<file path="src/hdl/bmpq_pkg.sv">
`default_nettype none
// ----------------------------------------------------------------------------
// bmpq_pkg
// Types and codes shared by the bounded max-priority queue modules.
// ----------------------------------------------------------------------------
package bmpq_pkg;

    localparam logic FUNC_PUSH = 1'b0;
    localparam logic FUNC_POP  = 1'b1;

    typedef struct packed {
        logic               func;
        logic [15:0]        entry_tag;
        logic signed [15:0] entry_priority;
    } in_item_t;

    typedef struct packed {
        logic [15:0]        top_tag;
        logic signed [15:0] top_priority;
        logic [4:0]         count;
        logic               is_empty;
        logic               is_full;
        logic               rejected;
    } out_item_t;

    typedef struct packed {
        logic [15:0]        tag;
        logic signed [15:0] prio;
    } entry_t;

    typedef struct packed {
        logic clear;
        logic take;
    } scan_ctl_t;

endpackage
`default_nettype wire

</file>
<file path="src/hdl/bmpq_mem.sv">
`default_nettype none
// ----------------------------------------------------------------------------
// bmpq_mem
// Slot storage: one write port, one read port, registered read data.
// ----------------------------------------------------------------------------
module bmpq_mem #(
    parameter int DEPTH  = 16,
    parameter int IDX_W  = 4
) (
    input  wire logic            aclk,
    input  wire logic            we,
    input  wire logic [IDX_W-1:0] waddr,
    input  wire bmpq_pkg::entry_t wdata,
    input  wire logic            re,
    input  wire logic [IDX_W-1:0] raddr,
    output bmpq_pkg::entry_t     rdata
);

    bmpq_pkg::entry_t mem [DEPTH];
    bmpq_pkg::entry_t rdata_reg;

    always_ff @(posedge aclk) begin
        if (we) begin
            mem[waddr] <= wdata;
        end
        if (re) begin
            rdata_reg <= mem[raddr];
        end
    end

    assign rdata = rdata_reg;

endmodule
`default_nettype wire

</file>
<file path="src/hdl/bmpq_scan.sv">
`default_nettype none
// ----------------------------------------------------------------------------
// bmpq_scan
// Running maximum over slots streamed from memory; ties go to later slots.
// ----------------------------------------------------------------------------
module bmpq_scan #(
    parameter int IDX_W = 4
) (
    input  wire logic              aclk,
    input  wire logic              aresetn,
    input  wire bmpq_pkg::scan_ctl_t ctl,
    input  wire logic [IDX_W-1:0]  idx,
    input  wire bmpq_pkg::entry_t  rdata,
    output logic [IDX_W-1:0]       best_idx,
    output bmpq_pkg::entry_t       best
);

    logic [IDX_W-1:0] best_idx_reg;
    logic [IDX_W-1:0] best_idx_next;
    bmpq_pkg::entry_t best_reg;
    bmpq_pkg::entry_t best_next;
    logic             win;

    assign win = ctl.take && ((idx == '0) || (best_reg.prio <= rdata.prio));

    always_comb begin
        best_idx_next = best_idx_reg;
        best_next     = best_reg;
        if (ctl.clear) begin
            best_idx_next = '0;
        end else if (win) begin
            best_idx_next = idx;
            best_next     = rdata;
        end
    end

    always_ff @(posedge aclk) begin
        if (!aresetn) begin
            best_idx_reg <= '0;
        end else begin
            best_idx_reg <= best_idx_next;
        end
        best_reg <= best_next;
    end

    assign best_idx = best_idx_reg;
    assign best     = best_reg;

endmodule
`default_nettype wire

</file>
<file path="src/hdl/bounded_max_priority_queue_unit.sv">
`default_nettype none
// ----------------------------------------------------------------------------
// bounded_max_priority_queue_unit
// Bounded max-priority queue over DEPTH slots held in a synchronous memory.
// ----------------------------------------------------------------------------
// Input channel s_*: one transaction is one push (func 0) or pop (func 1).
// Output channel m_*: exactly one result transaction per input transaction,
// carrying top tag/priority, count, empty, full and the rejected flag.
// A push writes the next free slot; a pop reads the last slot and writes it
// over the top slot. Then the read port walks slots 0..count-1 while a
// running compare tracks the top (ties to the higher slot).
// A push goes from the scan state to the result state; a pop passes through
// POP_RD and POP_WR before the scan. Rejected operations go straight to the
// result state. The scan reads one slot at a time over the single memory
// read port.
// One transaction is in work at a time; s_ready is high only when idle.
// The result sits in an output register; if m_ready is low the block holds
// it and can take the next input transaction, but stalls before the next
// result is written. Reset (aresetn low, synchronous) empties the queue.
// ----------------------------------------------------------------------------
module bounded_max_priority_queue_unit #(
    parameter int DEPTH = 16
) (
    input  wire logic                 aclk,
    input  wire logic                 aresetn,
    input  wire logic                 s_valid,
    output logic                      s_ready,
    input  wire bmpq_pkg::in_item_t   s_item,
    output logic                      m_valid,
    input  wire logic                 m_ready,
    output bmpq_pkg::out_item_t       m_item
);

    localparam int IDX_W = $clog2(DEPTH);
    localparam int CNT_W = $clog2(DEPTH + 1);

    localparam logic [2:0] ST_IDLE   = 3'd0;
    localparam logic [2:0] ST_POP_RD = 3'd1;
    localparam logic [2:0] ST_POP_WR = 3'd2;
    localparam logic [2:0] ST_SCAN   = 3'd3;
    localparam logic [2:0] ST_RESULT = 3'd4;

    logic [2:0]       state_reg, state_next;
    logic [CNT_W-1:0] count_reg, count_next;
    logic [CNT_W-1:0] issue_reg, issue_next;
    logic             rd_vld_reg, rd_vld_next;
    logic [IDX_W-1:0] rd_idx_reg, rd_idx_next;
    logic             rej_reg, rej_next;
    logic             m_valid_reg, m_valid_next;
    bmpq_pkg::out_item_t out_reg, out_next;

    logic             mem_we;
    logic [IDX_W-1:0] mem_waddr;
    bmpq_pkg::entry_t mem_wdata;
    logic             mem_re;
    logic [IDX_W-1:0] mem_raddr;
    bmpq_pkg::entry_t mem_rdata;

    bmpq_pkg::scan_ctl_t scan_ctl;
    logic [IDX_W-1:0]    best_idx;
    bmpq_pkg::entry_t    best;

    logic accept;
    logic is_full;
    logic is_empty;
    logic [CNT_W-1:0] last;

    assign s_ready  = (state_reg == ST_IDLE);
    assign accept   = s_valid && s_ready;
    assign is_full  = (count_reg == CNT_W'(DEPTH));
    assign is_empty = (count_reg == '0);
    assign last     = count_reg - CNT_W'(1);

    always_comb begin
        state_next   = state_reg;
        count_next   = count_reg;
        issue_next   = issue_reg;
        rd_vld_next  = 1'b0;
        rd_idx_next  = rd_idx_reg;
        rej_next     = rej_reg;
        m_valid_next = m_valid_reg && !m_ready;
        out_next     = out_reg;
        mem_we       = 1'b0;
        mem_waddr    = count_reg[IDX_W-1:0];
        mem_wdata.tag  = s_item.entry_tag;
        mem_wdata.prio = s_item.entry_priority;
        mem_re       = 1'b0;
        mem_raddr    = issue_reg[IDX_W-1:0];
        scan_ctl.clear = 1'b0;
        scan_ctl.take  = rd_vld_reg;

        unique case (state_reg)
            ST_IDLE: begin
                if (accept) begin
                    rej_next = 1'b0;
                    if (s_item.func == bmpq_pkg::FUNC_PUSH) begin
                        if (is_full) begin
                            rej_next   = 1'b1;
                            state_next = ST_RESULT;
                        end else begin
                            mem_we         = 1'b1;
                            count_next     = count_reg + CNT_W'(1);
                            issue_next     = '0;
                            scan_ctl.clear = 1'b1;
                            state_next     = ST_SCAN;
                        end
                    end else begin
                        if (is_empty) begin
                            rej_next   = 1'b1;
                            state_next = ST_RESULT;
                        end else begin
                            mem_re     = 1'b1;
                            mem_raddr  = last[IDX_W-1:0];
                            state_next = ST_POP_RD;
                        end
                    end
                end
            end
            ST_POP_RD: begin
                state_next = ST_POP_WR;
            end
            ST_POP_WR: begin
                mem_we         = 1'b1;
                mem_waddr      = best_idx;
                mem_wdata      = mem_rdata;
                count_next     = last;
                issue_next     = '0;
                scan_ctl.clear = 1'b1;
                state_next     = ST_SCAN;
            end
            ST_SCAN: begin
                if (issue_reg < count_reg) begin
                    mem_re      = 1'b1;
                    rd_vld_next = 1'b1;
                    rd_idx_next = issue_reg[IDX_W-1:0];
                    issue_next  = issue_reg + CNT_W'(1);
                end else if (!rd_vld_reg) begin
                    state_next = ST_RESULT;
                end
            end
            ST_RESULT: begin
                if (!m_valid_reg || m_ready) begin
                    out_next.top_tag      = is_empty ? 16'd0 : best.tag;
                    out_next.top_priority = is_empty ? 16'sd0 : best.prio;
                    out_next.count        = 5'(count_reg);
                    out_next.is_empty     = is_empty;
                    out_next.is_full      = is_full;
                    out_next.rejected     = rej_reg;
                    m_valid_next          = 1'b1;
                    state_next            = ST_IDLE;
                end
            end
            default: begin
                state_next = ST_IDLE;
            end
        endcase
    end

    always_ff @(posedge aclk) begin
        if (!aresetn) begin
            state_reg   <= ST_IDLE;
            count_reg   <= '0;
            issue_reg   <= '0;
            rd_vld_reg  <= 1'b0;
            m_valid_reg <= 1'b0;
        end else begin
            state_reg   <= state_next;
            count_reg   <= count_next;
            issue_reg   <= issue_next;
            rd_vld_reg  <= rd_vld_next;
            m_valid_reg <= m_valid_next;
        end
        rd_idx_reg <= rd_idx_next;
        rej_reg    <= rej_next;
        out_reg    <= out_next;
    end

    assign m_valid = m_valid_reg;
    assign m_item  = out_reg;

    bmpq_mem #(
        .DEPTH (DEPTH),
        .IDX_W (IDX_W)
    ) u_mem (
        .aclk  (aclk),
        .we    (mem_we),
        .waddr (mem_waddr),
        .wdata (mem_wdata),
        .re    (mem_re),
        .raddr (mem_raddr),
        .rdata (mem_rdata)
    );

    bmpq_scan #(
        .IDX_W (IDX_W)
    ) u_scan (
        .aclk     (aclk),
        .aresetn  (aresetn),
        .ctl      (scan_ctl),
        .idx      (rd_idx_reg),
        .rdata    (mem_rdata),
        .best_idx (best_idx),
        .best     (best)
    );

`ifndef SYNTHESIS
    a_count_bound: assert property (@(posedge aclk) disable iff (!aresetn)
        count_reg <= CNT_W'(DEPTH))
        else $error("count above depth");

    a_no_write_in_scan: assert property (@(posedge aclk) disable iff (!aresetn)
        (state_reg == ST_SCAN) |-> !mem_we)
        else $error("memory write during scan");

    a_top_in_range: assert property (@(posedge aclk) disable iff (!aresetn)
        (state_reg == ST_RESULT && count_reg != '0) |-> (CNT_W'(best_idx) < count_reg))
        else $error("top slot outside occupied range");

    a_push_grows: assert property (@(posedge aclk) disable iff (!aresetn)
        (accept && s_item.func == bmpq_pkg::FUNC_PUSH && !is_full)
        |=> (count_reg == $past(count_reg) + CNT_W'(1)))
        else $error("push did not grow count");
`endif

endmodule
`default_nettype wire

</file>
<file path="config.mk">
export PLATFORM = sky130hd
export DESIGN_NAME = bounded_max_priority_queue_unit
export DESIGN_NICKNAME = d
export VERILOG_FILES = /design/src/hdl/bmpq_pkg.sv /design/src/hdl/bmpq_mem.sv /design/src/hdl/bmpq_scan.sv /design/src/hdl/bounded_max_priority_queue_unit.sv
export SDC_FILE = /design/constraint.sdc
export NUM_CORES = 1
export LEC_CHECK = 0
export BUFFER_PORTS_ARGS = -buffer_cell sky130_fd_sc_hd__buf_4
export CAP_MARGIN = 20
export CORE_MARGIN = 2
export CORE_UTILIZATION = 57
export DETAILED_ROUTE_END_ITERATION = 16
export HOLD_SLACK_MARGIN = 0.03
export PLACE_DENSITY_LB_ADDON = 0.12
export RECOVER_POWER = 50
export SLEW_MARGIN = 20
export SYNTH_ARGS = -nofsm -noshare
export SYNTH_HDL_FRONTEND = slang
export SYNTH_SLANG_ARGS = --single-unit
</file>
<file path="constraint.sdc">
create_clock -name aclk -period 5.3 [get_ports aclk]
set_input_delay 0 -clock aclk [delete_from_list [all_inputs] [get_ports aclk]]
set_output_delay 0 -clock aclk [all_outputs]
set_load 0.05 [all_outputs]
</file>
* After elaboration in Yosys (flattened, before gate mapping)
Memory sizes are Yosys's and may differ from the RTL's. A register that Yosys moved wholly into a read port is not among the register bits.
Cells that the tools add are included.
** Word-level totals
- Logic and storage cells :: 96
- Output and inout bits :: 42
- Input port bits :: 37
- Register bits :: 96
- Memories :: 1
- ROM bits :: 0
- Bits in writable memories :: 512
- Latch bits :: 0
** Operators by class
- Equal/unequal tests :: 12
- Magnitude comparators :: 2
- Bitwise operators :: 2
- Muxes and demuxes :: 39
- Div/mod/pow operators :: 0
- $mul :: 0
- Add/sub/neg operators :: 3
- Reduce and logical (&&, ||, !) cells :: 21
- Shift operators :: 0
** Memories
- u_mem.mem :: depth 16, bits a word 32, read ports 1, clocked after memory_dff 1, write ports 1, line bmpq_mem.sv:19 : bmpq_pkg::entry_t mem [DEPTH];
** Operators with widths (count)
- two-way mux 5 bit :: 7
- two-way mux 32 bit :: 1
- two-way mux 3 bit :: 7
- two-way mux 4 bit :: 5
- less-or-equal comparator 16 bit :: 1
- one-hot mux 3 bit (5 select lines) :: 1
- one-hot mux 5 bit (3 select lines) :: 1
- two-way mux 1 bit :: 14
- != test 2 bit, second input constant :: 6
- adder 5 x 1 -> 5 bit, second input constant :: 2
- one-hot mux 5 bit (2 select lines) :: 1
- AND reduction 2 bit :: 5
- AND reduction 4 bit :: 2
- == test 3 x 2 -> 1 bit, second input constant :: 2
- == test 5 bit, second input constant :: 1
- logical NOT 5 bit :: 1
- < comparator 5 bit :: 1
- AND reduction 5 bit :: 1
- subtractor 5 x 1 -> 5 bit, second input constant :: 1
- logical NOT 4 bit :: 1
- one-hot mux 1 bit (2 select lines) :: 2
- == test 3 x 1 -> 1 bit, second input constant :: 1
- == test 3 bit, second input constant :: 1
- logical AND 1 bit :: 3
- other kinds (8) :: 11

* Logic depth before layout (Yosys ltp)
Gate-level depths: netlist of run 1.
- Depth after elaboration :: 7
- Gate-level depth with buffers :: 14

* By module
From an unflattened synthesis of run 1, not the netlist that was laid out.
** Unflattened totals
- Cell total of the unflattened synthesis :: 1276
- Area total of the unflattened synthesis :: 24763.8 µm²
** By module, submodules not included
- bmpq_mem :: sequential area each 16335.7 µm², area an instance 20155.6 µm², instances 1, cells each 838
- bounded_max_priority_queue_unit :: sequential area each 1651.6 µm², area an instance 3026.7 µm², instances 1, cells each 324
- bmpq_scan :: sequential area each 1041.0 µm², area an instance 1581.5 µm², instances 1, cells each 114

* Worst setup path before layout of run 1
OpenSTA, ideal clock, no wires.
- Kind :: reg2reg
- From :: register count_reg[0]
- To :: memory u_mem.mem[0][0] (netlist name), enable pin
- Setup slack :: 1511 ps
- Path buffers :: 1
- Arrival :: 3368 ps
- Cell stages (with the launch flop) :: 9
- Data required time :: 4879 ps
- Clock period less this slack :: 3789 ps
- Cell sequence :: dfxtp_1 clkbuf_1 inv_1 ha_1 a31oi_1 a21oi_1 nor3_1 o21ai_0 nor2_1
** Between the ends
- Cells in the longest elaborated chain, start to end :: 7
- Elaborated cells on any way between the ends :: 8
** RTL lines
- start, declared :: line bounded_max_priority_queue_unit.sv:44 : logic [CNT_W-1:0] count_reg, count_next;
- start signal, assigned :: line bounded_max_priority_queue_unit.sv:168 : count_reg <= count_next;
- == test 5 bit :: line bounded_max_priority_queue_unit.sv:70 : assign is_full = (count_reg == CNT_W'(DEPTH));
- two-way mux 1 bit :: line bounded_max_priority_queue_unit.sv:97 : if (is_full) begin
- two-way mux 1 bit :: line bounded_max_priority_queue_unit.sv:96 : if (s_item.func == bmpq_pkg::FUNC_PUSH) begin
- two-way mux 1 bit :: line bounded_max_priority_queue_unit.sv:94 : if (accept) begin
- one-hot mux 1 bit (2 select lines) :: line bounded_max_priority_queue_unit.sv:92 : unique case (state_reg)
- two-way mux 1 bit :: line bmpq_mem.sv:23 : if (we) begin
- two-way mux 1 bit (not written as such) :: line bmpq_mem.sv:24 : mem[waddr] <= wdata;
- end, declared :: line bmpq_mem.sv:19
Several ways; a longest one is shown, not always the timed one.

* Worst setup path after layout of run 1
- From :: register state_reg[2]
- To :: memory u_mem.mem[14][11] (netlist name), enable pin
** Between the ends
- Cells in the longest elaborated chain, start to end :: 6
- Elaborated cells on any way between the ends :: 8
** RTL lines
- start, declared :: line bounded_max_priority_queue_unit.sv:43 : logic [2:0] state_reg, state_next;
- start signal, assigned :: line bounded_max_priority_queue_unit.sv:167 : state_reg <= state_next;
- logical NOT 3 bit :: line bounded_max_priority_queue_unit.sv:68, bounded_max_priority_queue_unit.sv:92
- logical AND 1 bit :: line bounded_max_priority_queue_unit.sv:69 : assign accept = s_valid && s_ready;
- two-way mux 1 bit :: line bounded_max_priority_queue_unit.sv:94
- one-hot mux 1 bit (2 select lines) :: line bounded_max_priority_queue_unit.sv:92
- two-way mux 1 bit :: line bmpq_mem.sv:23
- two-way mux 1 bit (not written as such) :: line bmpq_mem.sv:24
Several ways; a longest one is shown, not always the timed one.

==> results of run 1 <==
[worst max path at each step]
| stage | startpoint | to | slack (ns) | cells past startpoint |
|---|---|---|---|---|
| 2_1_floorplan | count_reg[0]$_SDFFE_PN0P_ | u_mem.mem[0][0]$_DFFE_PP_ | 1.51 | 8 |
| 3_3_place_gp | count_reg[0]$_SDFFE_PN0P_ | u_mem.rdata[17]$_DFFE_PP_ | 1.42 | 9 |
| 3_5_place_dp | count_reg[0]$_SDFFE_PN0P_ | u_mem.rdata[13]$_DFFE_PP_ | 1.30 | 9 |
| 4_1_cts | count_reg[0]$_SDFFE_PN0P_ | u_mem.rdata[13]$_DFFE_PP_ | 1.28 | 9 |
| 5_1_grt | state_reg[2]$_SDFFE_PN0P_ | u_mem.mem[13][3]$_DFFE_PP_ | 0.55 | 6 |
| 6_report | state_reg[2]$_SDFFE_PN0P_ | u_mem.mem[14][11]$_DFFE_PP_ | 0.71 | 6 |
[final cells by class]
class                      instances  area, um2  share of cell area
inverter                          28      105.1            0.003663
tap                              592      740.7             0.02581
timing repair buffer             158       1062             0.03702
clock inverter                    41      245.2            0.008546
sequential                       640      19030              0.6631
multi-input combinational       1034       5916              0.2061
clock buffer                      74       1597             0.05564
antenna                            1      2.502          0.00008720
[kinds of logic (layout without fill, tap and decap cells)]
family / count (synthesis) / in the layout / share of synthesized area
buf+inv: 120 / 301 / 0.02332
compound gates: 236 / 236 / 0.05650
simple gates: 722 / 722 / 0.1225
flops: 640 / 640 / 0.7498
fa+ha+maj: 24 / 24 / 0.01183
other cells: 0 / 1 / 0
mux: 45 / 45 / 0.03363
xor+xnor: 7 / 7 / 0.002416
[layer usage]
layer,GRT usage,part of all wire,vias to the layer above
li1,-,-,6894
met1,0.3871,0.42,7721
met2,0.4331,0.47,648
met3,0.05265,0.082,113
met4,0.09080,0.031,0
met5,0,0,-
[what timing repair did]
action / 4_1_cts / 5_1_grt
hold buffers: 22 / 0
setup buffers: 0 / 0
endpoints found under the setup margin: 0 / 0
endpoints found under the hold margin: 273 / 0
[worst max-delay path: stages (launching register included)]
cell,delay [ns]
dfxtp_1,0.43
nor2_1,0.28
and2_1,0.30
clkbuf_1,1.29
a31oi_1,0.65
nor2_4,0.99
buf_4,0.33
[power breakdown]
group	total, uW	switching (uW)	internal (uW)	leakage (uW)
Combinational	3550	2570	980	0.00318
Sequential	6860	188	6670	0.00577
Clock	4060	1830	2230	0.000922
Total	14500	4580	9880	0.00987
[synth_stat cells (5+ instances only)]
library cell / instances
and2_1: 33
mux2i_1: 11
xnor2_1: 6
dfxtp_1: 19
nor4_1: 32
buf_6: 13
mux4_2: 32
inv_1: 28
ha_1: 24
nand3_1: 72
clkbuf_1: 46
nand4_1: 5
a32oi_1: 34
edfxtp_1: 621
nor2_1: 42
nand2_1: 499
nor3b_1: 5
a21o_1: 5
nor3_1: 11
a21oi_1: 142
o21ai_0: 24
buf_2: 29
[stage by stage]
step	power (uW)	std cells
2_1_floorplan	9293	1794
3_3_place_gp	10500	2430
5_1_grt	15100	2567
3_5_place_dp	10600	2430
6_report	14460	2568
4_1_cts	14630	2567
==> impl_metrics.env, run 1 <==
export IMPL_largest_reg_flops=512
export IMPL_maxSlewHeadroom=-0.9337
export IMPL_crit_required_ns=5.63
export IMPL_syn_nets=1855
export IMPL_avgSynthCellArea_um2=14.15
export IMPL_crit_type="reg2reg"
export IMPL_start_util=0.5751
export IMPL_ys_top_cells_by_area="edfxtp_1 73%, nand2_1 7.4%, mux4_2 2.8%"
export IMPL_start_kind="flop"
export IMPL_htreeDepth=2
export IMPL_place_gp_congestion=0.8639
export IMPL_final_common_cell="edfxtp_1"
export IMPL_route_detailed_drc=0
export IMPL_fill_cells=3333
export IMPL_reg2reg_from="state_reg[2]$_SDFFE_PN0P_"
export IMPL_cts_root_buf="clkbuf_16"
export IMPL_row_count=77
export IMPL_rsz0062_at_grt="false"
export IMPL_yosys_most_used_dff="edfxtp_1"
export IMPL_end_kind="flop"
export IMPL_drtPass1Iterations=6
export IMPL_routed_via_count=15376
export IMPL_ys_types=54
export IMPL_detail_route_wl_per_cell_um=24.14
export IMPL_drive_above_1_share=0.1149
export IMPL_setup_viol=0
export IMPL_syn_to_final_growth_pct=13.08
export IMPL_grt_usage=0.2734
export IMPL_ioPinCount=79
export IMPL_top_register="u_mem.mem"
export IMPL_routed_wl_um=61990
export IMPL_ctsResizeCount=0
export IMPL_holdCritStartpoint="s_item[25]"
export IMPL_dp_slack_ns=1.304
export IMPL_grt_antenna_before_repair=0
export IMPL_drtAntennaViolNets=0
export IMPL_fin_area_um2=28700
export IMPL_period_share=0.8666
export IMPL_drv_cap=3
export IMPL_fp_coreArea_um2=44120
export IMPL_synthArstFlopShare=0
export IMPL_grt_max_degree=77
export IMPL_grt_overflow=0
export IMPL_worst_pin_slew_ns=2.901
export IMPL_hold_violations=0
export IMPL_whs_ns=0.06969
export IMPL_dp_hpwl_um=34480
export IMPL_r2r_cells=6
export IMPL_insertion_delay_ns=0.62
export IMPL_clk_pin_slew_worst_paths_ns=0.06
export IMPL_place_area_um2=26880
export IMPL_status="complete, but fails checks"
export IMPL_reg2reg_to="u_mem.mem[14][11]$_DFFE_PP_"
export IMPL_grt_pass1_vias=14967
export IMPL_fin_skew_ns=0.01156
export IMPL_cts_tree="done"
export IMPL_numPortBuffers=78
export IMPL_failed_checks="capacitance limit, slew limit"
export IMPL_syn_area_um2=25380
export IMPL_rrSetupSlack_ns=0.71
export IMPL_nNetsFinal=1984
export IMPL_power_density_nw_per_um2=504.1
export IMPL_synth_warnings=0
export IMPL_dieWidth_um=215
export IMPL_grt_pass1_wl_um=93590
export IMPL_layout_common_cells="621 x edfxtp_1, 498 x nand2_1, 142 x a21oi_1, 73 x clkbuf_1, 72 x nand3_1"
export IMPL_p_leak_uw=0.009872
export IMPL_slew_violations=103
export IMPL_viasPerCell=5.988
export IMPL_yosysSeqAreaShare=0.7498
export IMPL_ir_worst_vdd_mv=0.2863
export IMPL_tns_ns=0
export IMPL_clock_sinks=640
export IMPL_cp_max_fo=25
export IMPL_hold_path_depth=3
export IMPL_die_y_um=215
export IMPL_cts_buffers_inserted=61
export IMPL_syn_inst=1794
export IMPL_cts_buffer_depth=3
export IMPL_worst_slack_ns=0.7069
export IMPL_fin_crit_ns=4.593
export IMPL_synth_edff_count=621
export IMPL_final_core_util=0.6503
export IMPL_synth_top_cell_area_share=0.7348
export IMPL_ys_ff_latch=640
export IMPL_fmax_mhz=217.7
export IMPL_die_area_um2=46230
export IMPL_cp_arrival_ns=4.92
export IMPL_hp_class="in2reg"
export IMPL_drtIter0Drc=1823
export IMPL_yosysTopAreaCell="edfxtp_1"
export IMPL_worst_hold_path_endpoint="u_mem.mem[2][25]$_DFFE_PP_"
Power figures use the tool's default switching activity.
==> inputs of run 2 (changes only) <==
Settings changed: ABC_AREA from default to 1.
==> run 2 against run 1 <==
Compared with the run above: the run still ends with capacitance limit, slew limit left; first-iteration DRC count increased by 20%; combinational power grew 85%; final area up 9.8%; global-route usage up 0.75 points; worst hold slack better by 0.081 ns; clock skew increased by 0.0085 ns; clock-buffer cell count is 25 higher; critical path type unchanged; highest routed layer unchanged.
==> impl_metrics.env, run 2 <==
export IMPL_die_y_um=225.5
export IMPL_dp_hpwl_um=40420
export IMPL_ys_ff_latch=640
export IMPL_worst_pin_slew_ns=1.821
export IMPL_cts_root_buf="clkbuf_16"
export IMPL_hp_class="in2reg"
export IMPL_status="complete, but fails checks"
export IMPL_grt_pass1_vias=18331
export IMPL_cp_arrival_ns=4.59
export IMPL_yosys_most_used_dff="edfxtp_1"
export IMPL_place_gp_congestion=0.8376
export IMPL_hold_path_depth=3
export IMPL_end_kind="flop"
export IMPL_grt_usage=0.2808
export IMPL_setup_viol=0
export IMPL_ys_types=37
export IMPL_syn_nets=2748
export IMPL_period_share=0.8166
export IMPL_cp_slowest_stage_delay_ns=1.31
export IMPL_slew_violations=64
export IMPL_drtIter0Drc=2189
export IMPL_grt_pass1_wl_um=106700
export IMPL_clk_pin_slew_worst_paths_ns=0.06
export IMPL_nNetsFinal=2857
export IMPL_viasPerCell=5.471
export IMPL_grt_overflow=0
export IMPL_drtAntennaViolNets=0
export IMPL_start_kind="flop"
export IMPL_top_register="u_mem.mem"
export IMPL_ctsResizeCount=0
export IMPL_drive_above_1_share=0.06877
export IMPL_yosysMostFrequentCell="nand2_1"
export IMPL_final_cells=3472
export IMPL_fin_crit_ns=4.328
export IMPL_post_cts_buffers=0
export IMPL_r2r_cells=9
export IMPL_row_count=81
export IMPL_whs_ns=0.1506
export IMPL_syn_area_um2=27980
export IMPL_yosysTopAreaCell="edfxtp_1"
export IMPL_detail_route_wl_per_cell_um=20.06
export IMPL_insertion_delay_ns=0.61
export IMPL_postCtsHoldBufs=18
export IMPL_cts_tree="done"
export IMPL_grt_antenna_before_repair=0
export IMPL_syn_to_final_growth_pct=12.58
export IMPL_drtPass1Iterations=8
export IMPL_fin_skew_ns=0.02002
export IMPL_final_common_cell="nand2_1"
export IMPL_avgSynthCellArea_um2=10.41
export IMPL_place_area_um2=29480
export IMPL_ioPinCount=79
export IMPL_fp_coreArea_um2=48650
export IMPL_routed_wl_um=69650
export IMPL_yosysSeqAreaShare=0.6801
export IMPL_synthArstFlopShare=0
export IMPL_failed_checks="capacitance limit, slew limit"
export IMPL_ir_worst_vdd_mv=0.4100
export IMPL_synth_top_cell_area_share=0.6665
export IMPL_largest_reg_flops=512
export IMPL_ys_top_cells_by_area="edfxtp_1 67%, nand2_1 9.0%, nand3_1 9.0%"
export IMPL_p_leak_uw=0.01361
export IMPL_power_density_nw_per_um2=578.8
export IMPL_start_util=0.5751
export IMPL_cp_max_fo=32
export IMPL_numPortBuffers=78
export IMPL_maxSlewHeadroom=-0.2140
export IMPL_final_core_util=0.6475
export IMPL_cp_cell_sequence="nor2_1 > inv_1 > nor2_1 > buf_4 > inv_1 > clkbuf_1 > nand2_1 > o21ai_0 > clkbuf_1"
export IMPL_tns_ns=0
export IMPL_fin_area_um2=31500
export IMPL_cts_buffer_depth=3
export IMPL_route_detailed_drc=0
export IMPL_routed_via_count=18994
export IMPL_slowest_stage="clkbuf_1"
export IMPL_fmax_mhz=231.1
export IMPL_hold_violations=0
export IMPL_htreeDepth=3
export IMPL_dieWidth_um=225.5
export IMPL_crit_type="reg2reg"
export IMPL_syn_inst=2687
export IMPL_clock_sinks=640
export IMPL_synth_edff_count=621
export IMPL_layout_common_cells="669 x nand2_1, 621 x edfxtp_1, 607 x inv_1, 501 x nand3_1, 86 x clkbuf_1"
export IMPL_dp_cells=3329
export IMPL_grt_max_degree=94
export IMPL_cts_buffers_inserted=68
export IMPL_rsz0062_at_grt="false"
export IMPL_die_area_um2=50870
export IMPL_antenna_cells=0
export IMPL_drv_cap=2
export IMPL_synth_common_cells="670 x nand2_1, 621 x edfxtp_1, 607 x inv_1"
export IMPL_synth_warnings=0
export IMPL_crit_required_ns=5.56
-- run 2: worst max-delay path: cells and delay by family (launching register included) --
family | cells | cell delay, ns
DFF | 1 | 0.39
and+or+nand+nor | 3 | 0.34
buffers and inverters | 5 | 2.99
AOI/OAI and AO/OA | 1 | 0.23
-- run 2: cell type report --
type	instances	area, um2
Inverter	608	2282
Sequential cell	640	19030
Clock inverter	25	165.2
Timing Repair Buffer	156	1140
Fill cell	3817	17150
Multi-Input combinational cell	1322	6212
Clock buffer	99	1892
Tap cell	622	778.2
-- run 2: where the power goes --
group          switching, uW  internal [uW]  total (uW)
Sequential               253           6960        7220
Combinational           4890           1690        6570
Clock                   1910           2540        4440
Total                   7050          11200       18200
-- run 2: path summary, 6_finish.rpt --
kind / from / end / slack [ns]
max: state_reg[2]$_SDFFE_PN0P_ / u_mem.mem[5][10]$_DFFE_PP_ / 0.97
min: s_item[19] / u_mem.mem[15][19]$_DFFE_PP_ / 0.15
min reg2reg: rej_reg$_DFFE_PP_ / m_item[0]$_DFFE_PP_ / 0.43
max reg2reg: state_reg[2]$_SDFFE_PN0P_ / u_mem.mem[5][10]$_DFFE_PP_ / 0.97
-- run 2: kinds of logic (layout without fill, tap and decap cells) --
logic type      Yosys count  in the layout  synth area share
buf+inv                 725            888            0.1043
fa+ha+maj                24             24           0.01073
xor+xnor                  5              5          0.001565
simple gates           1232           1232            0.1914
flops                   640            640            0.6801
compound gates           61             61           0.01190
-- run 2: per-layer routing --
metal  GRT usage  share of wire  vias to the layer above  wire length, um
met5           0              0                        -                0
met4      0.1019          0.027                        0             1887
met3     0.04263          0.086                      135             5983
met2      0.4415           0.46                      892            32250
met1      0.4011           0.42                     9091            29520
li1            -              -                     8876                -
-- run 2: stage by stage --
stage	setup WS, ns	power, uW
6_report	0.9722	18230
5_1_grt	0.5930	19190
4_1_cts	1.416	18340
3_5_place_dp	1.422	13890
3_3_place_gp	1.526	13750
2_1_floorplan	1.886	11660
